File: src/rtl/bmp_pdd_pkg.sv
// ----------------------------------------------------------------------------
// bmp_pdd_pkg
// Shared widths, register indexes and packing offsets of the BMP pixel
// data decoder.
// ----------------------------------------------------------------------------
package bmp_pdd_pkg;

    // Configuration port
    localparam int REG_W     = 13;
    localparam int CFG_IDX_W = 2;

    localparam logic [CFG_IDX_W-1:0] CFG_IMAGE_WIDTH      = 2'd0;
    localparam logic [CFG_IDX_W-1:0] CFG_IMAGE_HEIGHT     = 2'd1;
    localparam logic [CFG_IDX_W-1:0] CFG_FOUR_BYTE_PIXELS = 2'd2;

    // Stream payloads
    localparam int COLOR_W    = 8;
    localparam int POS_W      = 12;
    localparam int S_TDATA_W  = 8;
    localparam int M_TDATA_W  = 4 * COLOR_W + 2 * POS_W;
    localparam int COLUMN_LSB = 4 * COLOR_W;
    localparam int ROW_LSB    = COLUMN_LSB + POS_W;

    localparam logic [COLOR_W-1:0] OPAQUE_ALPHA = 8'hFF;

    // Byte position inside a pixel
    typedef logic [1:0] phase_t;
    localparam phase_t PH_BLUE  = 2'd0;
    localparam phase_t PH_GREEN = 2'd1;
    localparam phase_t PH_RED   = 2'd2;
    localparam phase_t PH_ALPHA = 2'd3;

endpackage

File: src/rtl/bmp_pixel_data_decoder_unit.sv
// ----------------------------------------------------------------------------
// bmp_pixel_data_decoder_unit
// Turns the pixel-array byte stream of a 24-bit or 32-bit BMP image into
// RGBA pixels tagged with column and row.
// ----------------------------------------------------------------------------
// Usage:
// Software parses the file header and writes width, height and pixel size
// through the cfg_* port while the block is idle. Bytes of the pixel array
// enter on the s_* stream, one per transaction; s_tuser marks the first byte
// of an image. Bytes before the first frame start, and after the last pixel
// of an image, are dropped. In 24-bit mode the row padding is skipped.
// Each completed pixel leaves on the m_* stream in the cycle after the
// transaction that carried its last byte; m_tlast flags the last pixel
// (row 0, rightmost column). Rows count down from height-1.
// One byte is taken every cycle while the output is free: the per-byte
// decode is a single layer of logic between the input handshake and the
// output register, so the rate is one transaction per clock.
// When the receiver stalls with a pixel waiting, s_tready drops and the
// counters hold; bytes that produce no pixel still need the output free.
// Reset clears the counters, empties the output register, restores width
// and height 1 in 24-bit mode and waits for a frame start.
// ----------------------------------------------------------------------------
module bmp_pixel_data_decoder_unit
    import bmp_pdd_pkg::*;
#(
    parameter int MAX_WIDTH  = 4096,
    parameter int MAX_HEIGHT = 4096
)
(
    input  logic                 clk,
    input  logic                 rst_n,

    input  logic                 cfg_wr_en,
    input  logic [CFG_IDX_W-1:0] cfg_index,
    input  logic [REG_W-1:0]     cfg_data,

    input  logic                 s_tvalid,
    output logic                 s_tready,
    input  logic [S_TDATA_W-1:0] s_tdata,   // [7:0] data_byte
    input  logic                 s_tuser,   // [0] frame_start

    output logic                 m_tvalid,
    input  logic                 m_tready,
    // [7:0] red, [15:8] green, [23:16] blue, [31:24] alpha,
    // [43:32] column, [55:44] row
    output logic [M_TDATA_W-1:0] m_tdata,
    output logic                 m_tlast    // image_done
);

    localparam int CW  = (MAX_WIDTH > 1) ? $clog2(MAX_WIDTH) : 1;
    localparam int RW  = (MAX_HEIGHT > 1) ? $clog2(MAX_HEIGHT) : 1;
    localparam int WSZ = ($clog2(MAX_WIDTH + 1) > REG_W) ? $clog2(MAX_WIDTH + 1) : REG_W;
    localparam int HSZ = ($clog2(MAX_HEIGHT + 1) > REG_W) ? $clog2(MAX_HEIGHT + 1) : REG_W;

    // Configuration registers
    logic [REG_W-1:0] width_reg;
    logic [REG_W-1:0] height_reg;
    logic             wide_reg;

    // Decoder state
    phase_t           phase_reg,  phase_next;
    logic [COLOR_W-1:0] blue_reg,  blue_next;
    logic [COLOR_W-1:0] green_reg, green_next;
    logic [COLOR_W-1:0] red_reg,   red_next;
    logic [CW-1:0]    col_reg,    col_next;
    logic [RW-1:0]    row_reg,    row_next;
    logic [1:0]       pad_reg,    pad_next;
    logic             fin_reg,    fin_next;

    // Output register
    logic                 out_valid_reg, out_valid_next;
    logic [M_TDATA_W-1:0] out_data_reg;
    logic                 out_last_reg;

    logic [WSZ-1:0]     w_eff;
    logic [HSZ-1:0]     h_eff;
    logic               accept;
    logic               emit;
    logic               row_end;
    logic               last_pix;
    logic [COLOR_W-1:0] pix_red;
    logic [COLOR_W-1:0] pix_alpha;

    // Sizes of zero are taken as one, sizes above the maximum as the maximum.
    always_comb
    begin
        if (width_reg == '0)
            w_eff = WSZ'(1);
        else if (WSZ'(width_reg) > WSZ'(MAX_WIDTH))
            w_eff = WSZ'(MAX_WIDTH);
        else
            w_eff = WSZ'(width_reg);

        if (height_reg == '0)
            h_eff = HSZ'(1);
        else if (HSZ'(height_reg) > HSZ'(MAX_HEIGHT))
            h_eff = HSZ'(MAX_HEIGHT);
        else
            h_eff = HSZ'(height_reg);
    end

    assign s_tready = !out_valid_reg || m_tready;
    assign accept   = s_tvalid && s_tready;

    always_comb
    begin
        phase_next = phase_reg;
        blue_next  = blue_reg;
        green_next = green_reg;
        red_next   = red_reg;
        col_next   = col_reg;
        row_next   = row_reg;
        pad_next   = pad_reg;
        fin_next   = fin_reg;
        emit       = 1'b0;
        row_end    = 1'b0;
        last_pix   = 1'b0;
        pix_red    = red_reg;
        pix_alpha  = OPAQUE_ALPHA;

        if (accept)
        begin
            // A frame start restarts the image and is then decoded as blue.
            if (s_tuser)
            begin
                phase_next = PH_BLUE;
                col_next   = '0;
                row_next   = RW'(h_eff - HSZ'(1));
                pad_next   = '0;
                fin_next   = 1'b0;
            end

            row_end  = (WSZ'(col_next) + WSZ'(1)) >= w_eff;
            last_pix = (row_next == '0) && row_end;

            if (!fin_next)
            begin
                if (pad_next != '0)
                begin
                    pad_next = pad_next - 2'd1;
                end
                else
                begin
                    unique case (phase_next) inside
                        PH_BLUE:
                        begin
                            blue_next  = s_tdata;
                            phase_next = PH_GREEN;
                        end
                        PH_GREEN:
                        begin
                            green_next = s_tdata;
                            phase_next = PH_RED;
                        end
                        PH_RED, PH_ALPHA:
                        begin
                            if (wide_reg && phase_next == PH_RED)
                            begin
                                red_next   = s_tdata;
                                phase_next = PH_ALPHA;
                            end
                            else
                            begin
                                // 24-bit pixels end on the red byte.
                                if (wide_reg)
                                begin
                                    pix_alpha = s_tdata;
                                end
                                else
                                begin
                                    red_next = s_tdata;
                                end
                                pix_red    = red_next;
                                phase_next = PH_BLUE;
                                emit       = 1'b1;

                                if (last_pix)
                                begin
                                    fin_next = 1'b1;
                                    col_next = '0;
                                end
                                else if (row_end)
                                begin
                                    col_next = '0;
                                    row_next = row_next - RW'(1);
                                    pad_next = wide_reg ? 2'd0 : w_eff[1:0];
                                end
                                else
                                begin
                                    col_next = col_next + CW'(1);
                                end
                            end
                        end
                        default:
                        begin
                            phase_next = PH_BLUE;
                        end
                    endcase
                end
            end
        end
    end

    always_comb
    begin
        if (accept && emit)
            out_valid_next = 1'b1;
        else if (m_tready)
            out_valid_next = 1'b0;
        else
            out_valid_next = out_valid_reg;
    end

    always_ff @(posedge clk or negedge rst_n)
    begin
        if (!rst_n)
        begin
            width_reg  <= REG_W'(1);
            height_reg <= REG_W'(1);
            wide_reg   <= 1'b0;
        end
        else if (cfg_wr_en)
        begin
            case (cfg_index)
                CFG_IMAGE_WIDTH:      width_reg  <= cfg_data;
                CFG_IMAGE_HEIGHT:     height_reg <= cfg_data;
                CFG_FOUR_BYTE_PIXELS: wide_reg   <= cfg_data[0];
                default:              ;
            endcase
        end
    end

    always_ff @(posedge clk or negedge rst_n)
    begin
        if (!rst_n)
        begin
            phase_reg     <= PH_BLUE;
            blue_reg      <= '0;
            green_reg     <= '0;
            red_reg       <= '0;
            col_reg       <= '0;
            row_reg       <= '0;
            pad_reg       <= '0;
            fin_reg       <= 1'b1;
            out_valid_reg <= 1'b0;
        end
        else
        begin
            phase_reg     <= phase_next;
            blue_reg      <= blue_next;
            green_reg     <= green_next;
            red_reg       <= red_next;
            col_reg       <= col_next;
            row_reg       <= row_next;
            pad_reg       <= pad_next;
            fin_reg       <= fin_next;
            out_valid_reg <= out_valid_next;
        end
    end

    function automatic logic [RW-1:0] row_reg_src();
        return s_tuser ? RW'(h_eff - HSZ'(1)) : row_reg;
    endfunction

    function automatic logic [CW-1:0] col_src();
        return s_tuser ? '0 : col_reg;
    endfunction

    // Payload only, loaded with each new pixel.
    always_ff @(posedge clk)
    begin
        if (accept && emit)
        begin
            out_data_reg <= {POS_W'(row_reg_src()), POS_W'(col_src()),
                             pix_alpha, blue_next, green_next, pix_red};
            out_last_reg <= last_pix;
        end
    end

    assign m_tvalid = out_valid_reg;
    assign m_tdata  = out_data_reg;
    assign m_tlast  = out_last_reg;

endmodule

File: config.mk
export PLATFORM = sky130hd
export DESIGN_NAME = bmp_pixel_data_decoder_unit
export DESIGN_NICKNAME = d
export VERILOG_FILES = /design/src/rtl/bmp_pdd_pkg.sv /design/src/rtl/bmp_pixel_data_decoder_unit.sv
export SDC_FILE = /design/constraint.sdc
export NUM_CORES = 1
export LEC_CHECK = 0
export ABC_AREA = 1
export BUFFER_PORTS_ARGS = -buffer_cell sky130_fd_sc_hd__buf_2
export CORE_MARGIN = 3
export CORE_UTILIZATION = 59
export CTS_CLUSTER_SIZE = 14
export DETAILED_ROUTE_END_ITERATION = 8
export PLACE_DENSITY = 0.81
export SLEW_MARGIN = 5
export SYNTH_ARGS = -nofsm -noshare
export SYNTH_HDL_FRONTEND = slang
export SYNTH_SLANG_ARGS = --single-unit
File: constraint.sdc
create_clock -name clk -period 5.02 [get_ports clk]
set_clock_uncertainty 0.2 [all_clocks]
set_input_delay 1.004 -clock clk [delete_from_list [all_inputs] [get_ports clk]]
set_output_delay 1.004 -clock clk [all_outputs]
set_load 0.02 [all_outputs]
==> impl_metrics.py <==
metrics = {
    "finish": {
        "stdcell_count": 1083,
        "final_area_mm2": 0.00834,
        "fillerInstances": 879,
        "area_growth_syn_to_layout_pct": 15.8,
        "largest_reg_flops": 56,
        "nets": 972,
        "antenna_cells": 0,
        "drive_gt1_share_pct": 18.0,
    },
    "grt": {
        "use_met2_pct": 42.1,
        "antenna_found_initial": 0,
        "met3_usage_pct": 5.80,
        "grt_usage_pct": 26.1,
        "grt_overflow": 0,
        "grt_pass1_wl_um": 27200,
        "grt_pass1_vias": 5556,
        "top_usage_layer": "met2",
        "grt_max_degree": 82,
        "grt_use_met1_pct": 34.3,
    },
    "power": {
        "p_leak_nw": 3.89,
        "power_density_mw_per_mm2": 445,
        "p_total_w": 0.00371,
        "combPwrFrac_pct": 25.6,
        "seq_power_share_pct": 42.0,
        "intPower_w": 0.00245,
        "clock_power_share_pct": 32.5,
        "swShare_pct": 33.9,
        "max-vdd-ir-drop_uv": 261,
        "p_sw_w": 0.00126,
    },
    "logic_synthesis": {
        "ys_ff_latch": 138,
        "synth-simple-area-share_pct": 24.8,
        "synth-xor-area-share_pct": 1.08,
        "synth_cells": 841,
        "yosysWarningCount": 0,
        "syn_area_mm2": 0.00720,
        "ys_seq_area_share_pct": 52.0,
        "avgSynthCellArea_um2": 8.56,
        "synth.mux.area_fraction_pct": 0,
        "synth_compound_area_share_pct": 11.7,
        "synthAdderAreaFrac_pct": 2.78,
        "synth_nets": 886,
        "synth_top_family_by_area": "simple AND/OR/NAND/NOR gates",
        "synth_cell_type_count": 49,
    },
    "floorplan": {
        "dieArea_mm2": 0.0136,
        "std_cell_rows": 39,
        "start_util_pct": 61.8,
        "core_region_area_mm2": 0.0117,
        "die_x_um": 116,
        "die-height_um": 116,
        "ios": 88,
    },
    "critical_path": {
        "crit_chain": "buf_2 > nor2_1 > ha_1 > nand3_1 > nor2_1 > nand3_1 > nor3_1 > nand3_1 > nand2_1 > inv_1 > ha_1 > nand2_1 > nor4_1 > o21ai_0 > nand3_1 > buf_4 > nand2_1 > inv_1 > nand2_4 > nor2_2 > nand3_1 > nand3_1 > nand2_1",
        "path_buf_inv": 4,
        "start_kind": "input pin",
        "cpPeakStageDelay_ns": 0.32,
        "path_max_fanout": 15,
        "crit_type": "in2reg",
        "end_kind": "register",
        "crit_family": "simple AND/OR/NAND/NOR gates",
        "arrival_ns": 4.62,
        "critPathSlowestCell": "ha_1",
        "crit_top_cell": "nand3_1",
        "worstPathRequired_ns": 5.13,
    },
    "route": {
        "drt_wl_total_um": 16900,
        "postRouteAntennaNets": 0,
        "wl_per_cell_um": 15.6,
        "viasPerCell": 5.62,
        "drtPass1Iterations": 6,
        "drtIter0Drc": 759,
        "via_count": 6089,
        "drc": 0,
    },
    "clocking": {
        "cts_resized": 0,
        "postCtsHoldBufs": 0,
        "numCtsBuffers": 17,
        "cts.htree.levels": 4,
        "cts_tree": "built",
        "clock_latency_ns": 0.42,
        "clk_pin_slew_worst_paths_ns": 0.06,
        "cts_setup_buffers": 0,
        "clk_path_buf_depth": 2,
        "cts.sinks": 138,
        "clockRootBuffer": "clkbuf_16",
    },
    "timing": {
        "period_needed_ns": 4.51,
        "whs_ns": 0.279,
        "tightest_slew_ns": 1.05,
        "rsz0062_at_grt": "false",
        "min_period_over_period_pct": 89.8,
        "slew_viol_final": 0,
        "relSlewSlack_pct": 29.9,
        "setup_tns_ns": 0,
        "final_hold_viol_count": 0,
        "timing.fmax_ghz": 0.222,
        "setup_viol": 0,
    },
    "placement": {
        "dpl.hpwl_um": 11600,
        "dp.cells": 1051,
        "gp_congestion": 0.936,
        "port_buffers": 87,
        "placed_cell_area_mm2": 0.00777,
    },
    "outcome": {
        "outcome": "completed",
    },
    "flow_run": {
        "cap_violations": 0,
    },
    "min_path": {
        "holdCritPathClass": "reg2reg",
    },
}
## final cells by class
cell class	count	area, um2	area share (%)
multi-input combinational	569	2920	35.0
inverter	103	387	4.64
clock inverter	13	118	1.41
timing repair buffer	98	546	6.54
clock buffer	19	454	5.45
sequential	138	3740	44.9
tap	143	179	2.15
## cell usage after synthesis (all sizes together)
library cell,n,area share (%)
clkbuf,18,0.96
o211a,1,0.14
a22oi,3,0.31
nor4,6,0.61
inv,102,5.3
xnor2,1,0.12
o41ai,5,0.82
ha,16,2.8
edfxtp,57,24
clkinv,1,0.052
dfstp,3,1.1
dfrtp,78,27
o21ai,92,6.5
or2,2,0.17
o22ai,5,0.43
buf,13,1.4
a21oi,20,1.4
xor2,7,0.96
nand3b,2,0.21
o21a,1,0.10
nor3,13,1.0
nor2,85,4.8
o221ai,1,0.12
nand4,11,0.96
o21bai,1,0.10
a21boi,2,0.21
o211ai,5,0.52
nand2,215,12
nand3,65,4.9
o31ai,10,1.0
## worst paths after layout
| check | start | end | slack [ns] | cells after the start |
|---|---|---|---|---|
| worst max register to register | col_reg[1] | row_reg[11] | 0.95 | 23 |
| min in group asynchronous | rst_n | width_reg[10] | 0.54 | 1 |
| worst min register to register | pad_reg[0] | pad_reg[0] | 0.28 | 2 |
| worst max-delay path | s_tuser | row_reg[11] | 0.51 | 23 |
| max in group asynchronous | rst_n | red_reg[6] | 3.37 | 1 |
| worst min-delay path | pad_reg[0] | pad_reg[0] | 0.28 | 2 |
## cells in the final DEF (no fill, tap or decap), drive strengths merged, types with 9 or more instances in the layout
master	Yosys	layout
clkbuf	18	19
dfrtp	78	78
a21oi	20	20
nor3	13	13
nor2	85	85
inv	102	104
nand3	65	65
o31ai	10	10
o21ai	92	92
buf	13	98
ha	16	16
nand2	215	215
clkinv	1	9
edfxtp	57	57
nand4	11	11
## kinds of logic after synthesis
logic type,after synthesis
buf+inv,134
flops,138
fa+ha+maj,16
compound gates,146
simple gates,399
xor+xnor,8
## tightest hold or removal path, delay by kind of cell (launching register included)
family,cells,cell delay [ns]
simple gates,2,0.11
flops,1,0.34
## routing by layer
metal,wire [um],vias up,part of all wire [%]
li1,-,2983,-
met1,7090,2788,42
met2,8040,281,48
met3,1270,37,7.5
met4,461,0,2.7
met5,0,-,0
## per-stage QoR
step,utilization [%],worst slack (ns)
2_1_floorplan,-,0.0647
3_3_place_gp,66.6,0.491
3_5_place_dp,66.6,0.286
4_1_cts,71.5,0.606
5_1_grt,71.5,0.123
6_report,71.5,0.511
## power groups by stage
stage / sequential [W] / combinational, W / clock [W]
after floorplan: 0.00157 / 0.000674 / 0
after global routing: 0.00158 / 0.00108 / 0.00126
final: 0.00156 / 0.000948 / 0.00120
after global placement: 0.00156 / 0.000902 / 0
after CTS: 0.00155 / 0.000941 / 0.00122
after detailed placement: 0.00157 / 0.000926 / 0
Power figures use the tool's default switching activity.
